### src/hw/rtl/rrt_pkg.sv
`default_nettype none

package rrt_pkg;

  // Input func codes
  localparam logic [1:0] FN_TICK = 2'd0;
  localparam logic [1:0] FN_SEND = 2'd1;
  localparam logic [1:0] FN_ACK  = 2'd2;

  // Configuration register indexes
  localparam logic [1:0] REG_TIMEOUT = 2'd0;
  localparam logic [1:0] REG_MAXRETX = 2'd1;
  localparam logic [1:0] REG_WARMUP  = 2'd2;

  // Event kinds
  localparam logic [2:0] EV_SENT    = 3'd0;
  localparam logic [2:0] EV_RETX    = 3'd1;
  localparam logic [2:0] EV_DONE    = 3'd2;
  localparam logic [2:0] EV_ABANDON = 3'd3;
  localparam logic [2:0] EV_DUP     = 3'd4;
  localparam logic [2:0] EV_FULL    = 3'd5;

  // Statistics counter slots
  localparam int NUM_CNT = 5;
  localparam logic [2:0] CNT_SENT    = 3'd0;
  localparam logic [2:0] CNT_RETX    = 3'd1;
  localparam logic [2:0] CNT_ACKED   = 3'd2;
  localparam logic [2:0] CNT_ABANDON = 3'd3;
  localparam logic [2:0] CNT_DUP     = 3'd4;

  typedef enum logic [1:0] {
    OP_NONE,
    OP_LOAD,
    OP_CLEAR,
    OP_RETX
  } cell_op_t;

  typedef struct packed {
    cell_op_t op;
    logic     advance;
  } cell_ctl_t;

  typedef struct packed {
    logic [1:0]  func;
    logic [15:0] ack_seq;
  } req_t;

  typedef struct packed {
    logic [2:0]  event_kind;
    logic [15:0] seq_number;
    logic [8:0]  transmissions;
    logic [31:0] completion_delay;
    logic        last;
    logic [31:0] sent_count;
    logic [31:0] retransmit_count;
    logic [31:0] acked_count;
    logic [31:0] abandoned_count;
    logic [31:0] duplicate_count;
  } rsp_t;

  typedef struct packed {
    logic [1:0]  index;
    logic [31:0] value;
  } cfg_t;

endpackage

`default_nettype wire

### src/hw/rtl/rrt_req_if.sv
`default_nettype none

interface rrt_req_if;
  logic          valid;
  logic          ready;
  rrt_pkg::req_t data;
  modport source (output valid, output data, input ready);
  modport sink (input valid, input data, output ready);
endinterface

`default_nettype wire

### src/hw/rtl/rrt_rsp_if.sv
`default_nettype none

interface rrt_rsp_if;
  logic          valid;
  logic          ready;
  rrt_pkg::rsp_t data;
  modport source (output valid, output data, input ready);
  modport sink (input valid, input data, output ready);
endinterface

`default_nettype wire

### src/hw/rtl/rrt_cfg_if.sv
`default_nettype none

interface rrt_cfg_if;
  logic          valid;
  logic          ready;
  rrt_pkg::cfg_t data;
  modport source (output valid, output data, input ready);
  modport sink (input valid, input data, output ready);
endinterface

`default_nettype wire

### src/hw/rtl/rrt_cell.sv
`default_nettype none

module rrt_cell #(
  parameter int SEQ_BITS  = 16,
  parameter int TIME_BITS = 32
) (
  input  wire logic                 clk,
  input  wire logic                 rst,
  input  wire rrt_pkg::cell_ctl_t   ctl,
  input  wire logic                 sel,
  input  wire logic [SEQ_BITS-1:0]  wr_seq,
  input  wire logic [SEQ_BITS-1:0]  key,
  input  wire logic [TIME_BITS-1:0] cur_time,
  input  wire logic [TIME_BITS-1:0] new_deadline,
  input  wire logic                 tok_in,
  input  wire logic                 after_in,
  output logic                      tok,
  output logic                      after_out,
  output logic                      tok_hit,
  output logic                      tok_later,
  output logic                      match,
  output logic                      valid,
  output logic [SEQ_BITS-1:0]       seq,
  output logic [TIME_BITS-1:0]      first_sent,
  output logic [8:0]                tx_count
);

  logic [TIME_BITS-1:0] deadline;
  logic                 expired;

  assign expired   = valid && (deadline == cur_time);
  assign after_out = after_in | expired;
  assign tok_hit   = tok & expired;
  assign tok_later = tok & after_in;
  assign match     = valid && (seq == key);

  always_ff @(posedge clk) begin
    if (rst) begin
      valid <= 1'b0;
      tok   <= 1'b0;
    end else begin
      if (ctl.advance) tok <= tok_in;
      if (sel) begin
        case (ctl.op)
          rrt_pkg::OP_LOAD:  valid <= 1'b1;
          rrt_pkg::OP_CLEAR: valid <= 1'b0;
          default: ;
        endcase
      end
    end
  end

  always_ff @(posedge clk) begin
    if (sel) begin
      case (ctl.op)
        rrt_pkg::OP_LOAD: begin
          seq        <= wr_seq;
          first_sent <= cur_time;
          deadline   <= new_deadline;
          tx_count   <= 9'd1;
        end
        rrt_pkg::OP_RETX: begin
          tx_count <= tx_count + 9'd1;
          deadline <= new_deadline;
        end
        default: ;
      endcase
    end
  end

endmodule

`default_nettype wire

### src/hw/rtl/retransmit_request_tracker.sv
`default_nettype none

// Channel  Dir  Contents                                       Transaction
// -------  ---  ---------------------------------------------  ------------------------
// cfg      in   index (2b), value (32b)                        valid && ready, ready = 1
// req      in   func (2b), ack_seq (16b)                       valid && ready
// rsp      out  event, seq, tx count, delay, last, 5 counters  valid && ready
//
// Send and ack items are accepted, then looked up over the cell row in ST_LOOK.
// A tick advances time, then ST_SCAN_START checks for an expired entry; if any, a scan token walks
// the cell row one cell per cycle unless the output stalls it, and emits one result per expired cell.
// A waiting result in the output register stalls the lookup or scan step that needs it.
// Reset (rst, synchronous) clears entry valid bits, time, sequence and counters, and restores config defaults.

module retransmit_request_tracker #(
  parameter int TABLE_DEPTH = 16,
  parameter int SEQ_BITS    = 16,
  parameter int TIME_BITS   = 32
) (
  input  wire logic   clk,
  input  wire logic   rst,
  rrt_cfg_if.sink     cfg,
  rrt_req_if.sink     req,
  rrt_rsp_if.source   rsp
);

  localparam int CMP_BITS = (TIME_BITS > 32) ? TIME_BITS : 32;

  typedef enum logic [1:0] {
    ST_IDLE,
    ST_LOOK,
    ST_SCAN_START,
    ST_SCAN
  } state_t;

  state_t state;

  // Configuration
  logic [15:0] timeout_ticks;
  logic [7:0]  max_retx;
  logic [31:0] warmup_ticks;

  // Block state
  logic [TIME_BITS-1:0] cur_time;
  logic [SEQ_BITS-1:0]  next_seq;
  logic [31:0]          cnt      [rrt_pkg::NUM_CNT];
  logic [31:0]          cnt_next [rrt_pkg::NUM_CNT];
  logic [1:0]           func_q;
  logic [15:0]          ack_q;

  // Output register
  logic          out_valid;
  rrt_pkg::rsp_t out_data;

  // Cell row
  rrt_pkg::cell_ctl_t   ctl;
  logic                 head;
  logic [TABLE_DEPTH-1:0] sel, tok, after_out, tok_hit, tok_later, match, valid;
  logic [SEQ_BITS-1:0]  c_seq   [TABLE_DEPTH];
  logic [TIME_BITS-1:0] c_first [TABLE_DEPTH];
  logic [8:0]           c_tx    [TABLE_DEPTH];
  logic [SEQ_BITS-1:0]  key;
  logic [TIME_BITS-1:0] new_deadline;

  // Decision
  logic [TABLE_DEPTH-1:0] msel, fsel, rd_sel;
  logic                   mfound, ffound;
  logic [SEQ_BITS-1:0]    rd_seq;
  logic [TIME_BITS-1:0]   rd_first;
  logic [8:0]             rd_tx;
  logic                   out_free, emit, ev_last, warm_now, warm_first;
  logic [2:0]             ev_kind;
  logic [SEQ_BITS-1:0]    ev_seq;
  logic [8:0]             ev_tx;
  logic [31:0]            ev_delay;
  logic                   do_bump;
  logic [2:0]             bump_idx;
  logic                   scan_done;

  assign cfg.ready = 1'b1;
  assign req.ready = (state == ST_IDLE);
  assign rsp.valid = out_valid;
  assign rsp.data  = out_data;

  assign out_free = !out_valid || rsp.ready;
  assign key      = (func_q == rrt_pkg::FN_SEND) ? next_seq : SEQ_BITS'(ack_q);
  // Zero timeout acts as one tick.
  assign new_deadline = cur_time + TIME_BITS'((timeout_ticks == 16'd0) ? 16'd1 : timeout_ticks);

  genvar gi;
  generate
    for (gi = 0; gi < TABLE_DEPTH; gi++) begin : g_cell
      logic tin, ain;
      if (gi == 0) begin : g_head
        assign tin = head;
      end else begin : g_mid
        assign tin = tok[gi-1];
      end
      if (gi == TABLE_DEPTH - 1) begin : g_tail
        assign ain = 1'b0;
      end else begin : g_body
        assign ain = after_out[gi+1];
      end
      rrt_cell #(.SEQ_BITS(SEQ_BITS), .TIME_BITS(TIME_BITS)) u_cell (
        .clk          (clk),
        .rst          (rst),
        .ctl          (ctl),
        .sel          (sel[gi]),
        .wr_seq       (next_seq),
        .key          (key),
        .cur_time     (cur_time),
        .new_deadline (new_deadline),
        .tok_in       (tin),
        .after_in     (ain),
        .tok          (tok[gi]),
        .after_out    (after_out[gi]),
        .tok_hit      (tok_hit[gi]),
        .tok_later    (tok_later[gi]),
        .match        (match[gi]),
        .valid        (valid[gi]),
        .seq          (c_seq[gi]),
        .first_sent   (c_first[gi]),
        .tx_count     (c_tx[gi])
      );
    end
  endgenerate

  // Lowest matching slot and lowest free slot.
  always_comb begin
    msel   = '0;
    fsel   = '0;
    mfound = 1'b0;
    ffound = 1'b0;
    for (int i = 0; i < TABLE_DEPTH; i++) begin
      if (match[i] && !mfound) begin
        msel[i] = 1'b1;
        mfound  = 1'b1;
      end
      if (!valid[i] && !ffound) begin
        fsel[i] = 1'b1;
        ffound  = 1'b1;
      end
    end
  end

  // Read the selected cell.
  assign rd_sel = (state == ST_SCAN) ? tok : msel;
  always_comb begin
    rd_seq   = '0;
    rd_first = '0;
    rd_tx    = '0;
    for (int i = 0; i < TABLE_DEPTH; i++) begin
      if (rd_sel[i]) begin
        rd_seq   = rd_seq | c_seq[i];
        rd_first = rd_first | c_first[i];
        rd_tx    = rd_tx | c_tx[i];
      end
    end
  end

  assign warm_now   = CMP_BITS'(cur_time) >= CMP_BITS'(warmup_ticks);
  assign warm_first = CMP_BITS'(rd_first) >= CMP_BITS'(warmup_ticks);

  always_comb begin
    ctl.op      = rrt_pkg::OP_NONE;
    ctl.advance = 1'b0;
    head        = 1'b0;
    sel         = '0;
    emit        = 1'b0;
    ev_last     = 1'b1;
    ev_kind     = rrt_pkg::EV_SENT;
    ev_seq      = rd_seq;
    ev_tx       = '0;
    ev_delay    = '0;
    do_bump     = 1'b0;
    bump_idx    = rrt_pkg::CNT_SENT;
    case (state)
      ST_LOOK: begin
        if (out_free) begin
          emit = 1'b1;
          if (func_q == rrt_pkg::FN_SEND) begin
            ev_seq = next_seq;
            if (mfound || ffound) begin
              // Reuse a slot holding this number, else take the lowest free one.
              sel      = mfound ? msel : fsel;
              ctl.op   = rrt_pkg::OP_LOAD;
              ev_kind  = rrt_pkg::EV_SENT;
              ev_tx    = 9'd1;
              do_bump  = warm_now;
              bump_idx = rrt_pkg::CNT_SENT;
            end else begin
              ev_kind = rrt_pkg::EV_FULL;
            end
          end else begin
            if (mfound) begin
              sel      = msel;
              ctl.op   = rrt_pkg::OP_CLEAR;
              ev_kind  = rrt_pkg::EV_DONE;
              ev_tx    = rd_tx;
              ev_delay = 32'(cur_time - rd_first);
              do_bump  = warm_first;
              bump_idx = rrt_pkg::CNT_ACKED;
            end else begin
              ev_kind  = rrt_pkg::EV_DUP;
              ev_seq   = SEQ_BITS'(ack_q);
              do_bump  = 1'b1;
              bump_idx = rrt_pkg::CNT_DUP;
            end
          end
        end
      end
      ST_SCAN_START: begin
        // Inject the token only when some entry expires at this tick.
        if (after_out[0]) begin
          ctl.advance = 1'b1;
          head        = 1'b1;
        end
      end
      ST_SCAN: begin
        if (|tok_hit) begin
          if (out_free) begin
            emit        = 1'b1;
            ctl.advance = 1'b1;
            sel         = tok;
            ev_last     = !(|tok_later);
            do_bump     = warm_now;
            if (rd_tx > {1'b0, max_retx}) begin
              ctl.op   = rrt_pkg::OP_CLEAR;
              ev_kind  = rrt_pkg::EV_ABANDON;
              ev_tx    = rd_tx;
              bump_idx = rrt_pkg::CNT_ABANDON;
            end else begin
              ctl.op   = rrt_pkg::OP_RETX;
              ev_kind  = rrt_pkg::EV_RETX;
              ev_tx    = rd_tx + 9'd1;
              bump_idx = rrt_pkg::CNT_RETX;
            end
          end
        end else begin
          ctl.advance = 1'b1;
        end
      end
      default: ;
    endcase
  end

  assign scan_done = ctl.advance && tok[TABLE_DEPTH-1];

  // Saturating counters.
  always_comb begin
    for (int i = 0; i < rrt_pkg::NUM_CNT; i++) begin
      cnt_next[i] = cnt[i];
      if (do_bump && (bump_idx == 3'(i)) && (cnt[i] != 32'hFFFF_FFFF))
        cnt_next[i] = cnt[i] + 32'd1;
    end
  end

  always_ff @(posedge clk) begin
    if (rst) begin
      state         <= ST_IDLE;
      timeout_ticks <= 16'd1000;
      max_retx      <= 8'd3;
      warmup_ticks  <= 32'd0;
      cur_time      <= '0;
      next_seq      <= '0;
      out_valid     <= 1'b0;
      for (int i = 0; i < rrt_pkg::NUM_CNT; i++) cnt[i] <= '0;
    end else begin
      if (cfg.valid) begin
        case (cfg.data.index)
          rrt_pkg::REG_TIMEOUT: timeout_ticks <= cfg.data.value[15:0];
          rrt_pkg::REG_MAXRETX: max_retx      <= cfg.data.value[7:0];
          rrt_pkg::REG_WARMUP:  warmup_ticks  <= cfg.data.value;
          default: ;
        endcase
      end

      for (int i = 0; i < rrt_pkg::NUM_CNT; i++) cnt[i] <= cnt_next[i];

      // Hold a result until taken; load a fresh one on emit.
      if (emit) begin
        out_valid                 <= 1'b1;
        out_data.event_kind       <= ev_kind;
        out_data.seq_number       <= 16'(ev_seq);
        out_data.transmissions    <= ev_tx;
        out_data.completion_delay <= ev_delay;
        out_data.last             <= ev_last;
        out_data.sent_count       <= cnt_next[rrt_pkg::CNT_SENT];
        out_data.retransmit_count <= cnt_next[rrt_pkg::CNT_RETX];
        out_data.acked_count      <= cnt_next[rrt_pkg::CNT_ACKED];
        out_data.abandoned_count  <= cnt_next[rrt_pkg::CNT_ABANDON];
        out_data.duplicate_count  <= cnt_next[rrt_pkg::CNT_DUP];
      end else if (rsp.ready) begin
        out_valid <= 1'b0;
      end

      case (state)
        ST_IDLE: begin
          if (req.valid) begin
            func_q <= req.data.func;
            ack_q  <= req.data.ack_seq;
            case (req.data.func)
              rrt_pkg::FN_TICK: begin
                cur_time <= cur_time + 1'b1;
                state    <= ST_SCAN_START;
              end
              rrt_pkg::FN_SEND: state <= ST_LOOK;
              rrt_pkg::FN_ACK:  state <= ST_LOOK;
              default: ;
            endcase
          end
        end
        ST_LOOK: begin
          if (out_free) begin
            if (func_q == rrt_pkg::FN_SEND && (mfound || ffound))
              next_seq <= next_seq + 1'b1;
            state <= ST_IDLE;
          end
        end
        ST_SCAN_START: state <= after_out[0] ? ST_SCAN : ST_IDLE;
        ST_SCAN: begin
          if (scan_done) state <= ST_IDLE;
        end
        default: state <= ST_IDLE;
      endcase
    end
  end

endmodule

`default_nettype wire
### src/flat_wrapper.sv
// flat-port wrapper written by rule: the top's interface ports become plain ports
module retransmit_request_tracker_flat 
#(
  parameter int TABLE_DEPTH = 16,
  parameter int SEQ_BITS    = 16,
  parameter int TIME_BITS   = 32
)
  (clk, rst, cfg_valid, cfg_data, cfg_ready, req_valid, req_data, req_ready, rsp_valid, rsp_data, rsp_ready);
  rrt_cfg_if cfg_i ();
  rrt_req_if req_i ();
  rrt_rsp_if rsp_i ();
  input  wire logic clk;
  input  wire logic rst;
  input wire logic [$bits(cfg_i.valid)-1:0] cfg_valid;
  input wire logic [$bits(cfg_i.data)-1:0] cfg_data;
  output wire logic [$bits(cfg_i.ready)-1:0] cfg_ready;
  input wire logic [$bits(req_i.valid)-1:0] req_valid;
  input wire logic [$bits(req_i.data)-1:0] req_data;
  output wire logic [$bits(req_i.ready)-1:0] req_ready;
  output wire logic [$bits(rsp_i.valid)-1:0] rsp_valid;
  output wire logic [$bits(rsp_i.data)-1:0] rsp_data;
  input wire logic [$bits(rsp_i.ready)-1:0] rsp_ready;
  assign cfg_i.valid = cfg_valid;
  assign cfg_i.data = cfg_data;
  assign cfg_ready = cfg_i.ready;
  assign req_i.valid = req_valid;
  assign req_i.data = req_data;
  assign req_ready = req_i.ready;
  assign rsp_valid = rsp_i.valid;
  assign rsp_data = rsp_i.data;
  assign rsp_i.ready = rsp_ready;
  retransmit_request_tracker #(.TABLE_DEPTH(TABLE_DEPTH), .SEQ_BITS(SEQ_BITS), .TIME_BITS(TIME_BITS)) u_core (.clk(clk), .rst(rst), .cfg(cfg_i), .req(req_i), .rsp(rsp_i));
endmodule
### config.mk
export PLATFORM = sky130hd
export DESIGN_NAME = retransmit_request_tracker_flat
export DESIGN_NICKNAME = d
export VERILOG_FILES = /design/src/hw/rtl/rrt_pkg.sv /design/src/hw/rtl/rrt_req_if.sv /design/src/hw/rtl/rrt_rsp_if.sv /design/src/hw/rtl/rrt_cfg_if.sv /design/src/hw/rtl/rrt_cell.sv /design/src/hw/rtl/retransmit_request_tracker.sv /design/src/flat_wrapper.sv
export SDC_FILE = /design/constraint.sdc
export NUM_CORES = 2
export LEC_CHECK = 0
export BUFFER_PORTS_ARGS = -buffer_cell sky130_fd_sc_hd__buf_2
export CORE_MARGIN = 2
export CORE_UTILIZATION = 40
export DETAILED_ROUTE_END_ITERATION = 6
export PLACE_DENSITY = 0.63
export SYNTH_ARGS = -nofsm -noshare
export SYNTH_HDL_FRONTEND = slang
export SYNTH_SLANG_ARGS = --single-unit
### constraint.sdc
create_clock -name clk -period 21.1 [get_ports clk]
set_clock_uncertainty 0.2 [all_clocks]
set_input_delay 2.11 -clock clk [delete_from_list [all_inputs] [get_ports clk]]
set_output_delay 2.11 -clock clk [all_outputs]
set_load 0.05 [all_outputs]
==> results.json <==
{
  "root_buffer": "clkbuf_16",
  "ys_types": 100,
  "die-area_um2": 236600,
  "endpoint_kind": "register",
  "yosysTopAreaCell": "edfxtp_1",
  "min_path_type": "reg -> reg",
  "r2r_slack_ns": 9.77,
  "die-width_um": 486.5,
  "die_h_um": 486.5,
  "yosysTopAreaCellShare": 0.5364,
  "first_pass_iters": 7,
  "drv_slew": 0,
  "drive_above_1_share": 0.1236,
  "initial_utilization": 0.4012,
  "clock.fmax_ghz": 0.08824,
  "setup_viol": 0,
  "worst_pin_slew_ns": 1.410,
  "row_count": 177,
  "cts_num_sinks": 1962,
  "slew-limit-headroom": 0.05162,
  "arrival_ns": 11.92,
  "synth_area_leaders": "edfxtp_1 (54%), xnor2_1 (6.7%), dfxtp_1 (6.4%)",
  "cap_violations": 0,
  "grt_usage": 0.2981,
  "hold_violations": 0,
  "antenna_found_initial": 43,
  "cts-resized-gates": 0,
  "startpoint_type": "register",
  "hold-path-endpoint": "u_core.warmup_ticks[23]$_SDFFE_PP0P_",
  "cp_slowest_stage_delay_ns": 0.91,
  "leakage_nw": 38.40,
  "ys_seq_area_frac": 0.6006,
  "cpMaxStageDelayCell": "nor3_1",
  "cp.required_ns": 21.69,
  "dr_total_vias": 70140,
  "fin_crit_sh": 0.5371,
  "post_cts_buffers": 0,
  "regToRegEndpoint": "u_core.cnt[0][9]$_SDFF_PP0_",
  "grt_pass1_vias": 65820,
  "synth_area_um2": 93110,
  "synth_edf_count": 1663,
  "syn2layout_area_growth_pct": 14.17,
  "setup_tns_ns": 0,
  "cts_tree": "yes",
  "io_buffers": 279,
  "drt_iter0_drc": 10870,
  "ys.flop_type": "edfxtp_1",
  "power_mw": 8.180,
  "nNetsFinal": 8163,
  "min_period_ns": 11.33,
  "cts_inserted_buffers": 205,
  "hp-start": "u_core.warmup_ticks[23]$_SDFFE_PP0P_",
  "hold_buffers": 0,
  "ant_nets": 0,
  "core_area_um2": 232100,
  "htree_levels": 4,
  "crit_fanout": 75,
  "synth_nets": 7873,
  "cts.clk_slew.worst_paths_ns": 0.06,
  "gr-total-overflow": 0,
  "layout_common_cells": "edfxtp_1 (1,663), xnor2_1 (694), nand2_1 (561)",
  "final_util": 0.4580,
  "grt_pass1_wl_mm": 503.1,
  "clkLatencyLatePin_ns": 0.92,
  "violations": "DRC",
  "cts_max_path_buffers": 3,
  "status": "finished with violations",
  "netlist_instances": 7667,
  "vias_per_cell": 6.260,
  "rsz0062_at_grt": "no",
  "wl_per_cell_um": 32.51,
  "criticalPathCategory": "reg -> reg",
  "gp_congestion": 1.016,
  "synth.avg_cell_area_um2": 12.14,
  "rr_startpoint": "u_core.func_q[0]$_DFFE_PP_",
  "power_density_nw_per_um2": 76.95,
  "ys_warn_count": 0,
  "drt-total-wl_mm": 364.2,
  "vdd_drop_max_mv": 0.08318,
  "synth-async-reset-ratio": 0,
  "mostFrequentLayoutCell": "edfxtp_1",
  "dp_hpwl_mm": 242.1,
  "hold_depth": 2,
  "ys_ff_latch": 1962,
  "drc": 19,
  "reg2regPathDepth": 29,
  "io_pins": 281,
  "grt_max_degree": 94
}
## cell families (layout without fill, tap and decap cells)
logic type,count (synthesis),after routing,synth area share
flops,1962,1962,0.6006
simple gates,2634,2634,0.1518
compound gates,1202,1202,0.09502
fa+ha+maj,149,149,0.02018
xor+xnor,1056,1056,0.09934
other cells,1,28,0.00004028
buf+inv,602,1069,0.02541
mux,61,61,0.007525
## cell usage after synthesis (154+ instances only)
cell / count
edfxtp_1: 1663
xor2_1: 342
inv_1: 201
nand3_1: 274
xnor2_1: 714
nor2_1: 337
o21ai_0: 154
nand2_1: 562
nor4_1: 176
clkbuf_1: 287
dfxtp_1: 299
nand4_1: 274
nor2b_1: 262
a21oi_1: 210
## cell type report
class | instances | area, um^2
repair buffers | 480 | 2915
fillers | 20770 | 125800
multi-input cells | 5103 | 35740
flip-flops and latches | 1962 | 55970
diodes | 27 | 67.56
well taps | 3043 | 3807
clock inverters | 123 | 1541
inverters | 205 | 769.5
clock buffers | 261 | 5492
## registers in the layout (all words and copies together), names as in the netlist, 32 cells and up
name                             flops
u_core.cnt                         160
u_core.cur_time                     32
u_core.g_cell.u_cell.deadline      512
u_core.g_cell.u_cell.first_sent    512
u_core.g_cell.u_cell.seq           256
u_core.g_cell.u_cell.tx_count      144
u_core.rsp.data                    221
u_core.warmup_ticks                 32
## worst max-delay path by stage
stage,startpoint,end,slack (ns),cells past startpoint
after floorplan,u_core.cur_time[18]$_SDFFE_PP0P_,u_core.rsp.data[0]$_DFFE_PP_,7.91,13
after global placement,u_core.func_q[0]$_DFFE_PP_,u_core.cnt[0][10]$_SDFF_PP0_,10.35,29
after detailed placement,u_core.func_q[0]$_DFFE_PP_,u_core.cnt[0][12]$_SDFF_PP0_,10.17,29
after CTS,u_core.func_q[0]$_DFFE_PP_,u_core.cnt[0][14]$_SDFF_PP0_,10.17,29
after global routing,u_core.func_q[0]$_DFFE_PP_,u_core.rsp.data[191]$_SDFFCE_PP0P_,9.28,31
final,u_core.func_q[0]$_DFFE_PP_,u_core.cnt[0][9]$_SDFF_PP0_,9.77,29
## where the power goes
part / internal, mW / switching (mW)
clock network: 2.14 / 1.63
registers: 4.17 / 0.0101
logic: 0.0604 / 0.174
total: 6.37 / 1.81
## layer usage
layer / share of wire / GRT usage
met1: 0.39 / 0.3983
met2: 0.44 / 0.4483
met3: 0.11 / 0.07029
met4: 0.059 / 0.1607
met5: 0.00019 / 0
## critical path: cells and delay by family, from the launching register on
family	cells	cell delay, ns
AO/OA/AOI/OAI	13	3.31
buffers and inverters	3	1.84
flip-flops	1	0.52
AND/OR/NAND/NOR	11	4.54
adder cells (fa/ha/maj)	1	0.29
multiplexers	1	0.35
## per-stage QoR
stage	instance area, um^2	worst slack, ns	hold WS [ns]	instances
4_1_cts	106200	10.17	0.2574	11180
5_1_grt	106300	9.282	0.2721	11190
6_report	106300	9.767	0.2560	11200
3_3_place_gp	99200	10.35	0.2475	10790
3_5_place_dp	99200	10.17	0.2500	10790
2_1_floorplan	93110	7.911	0.2363	7667
Note: power is estimated with default switching activity, not from simulation.
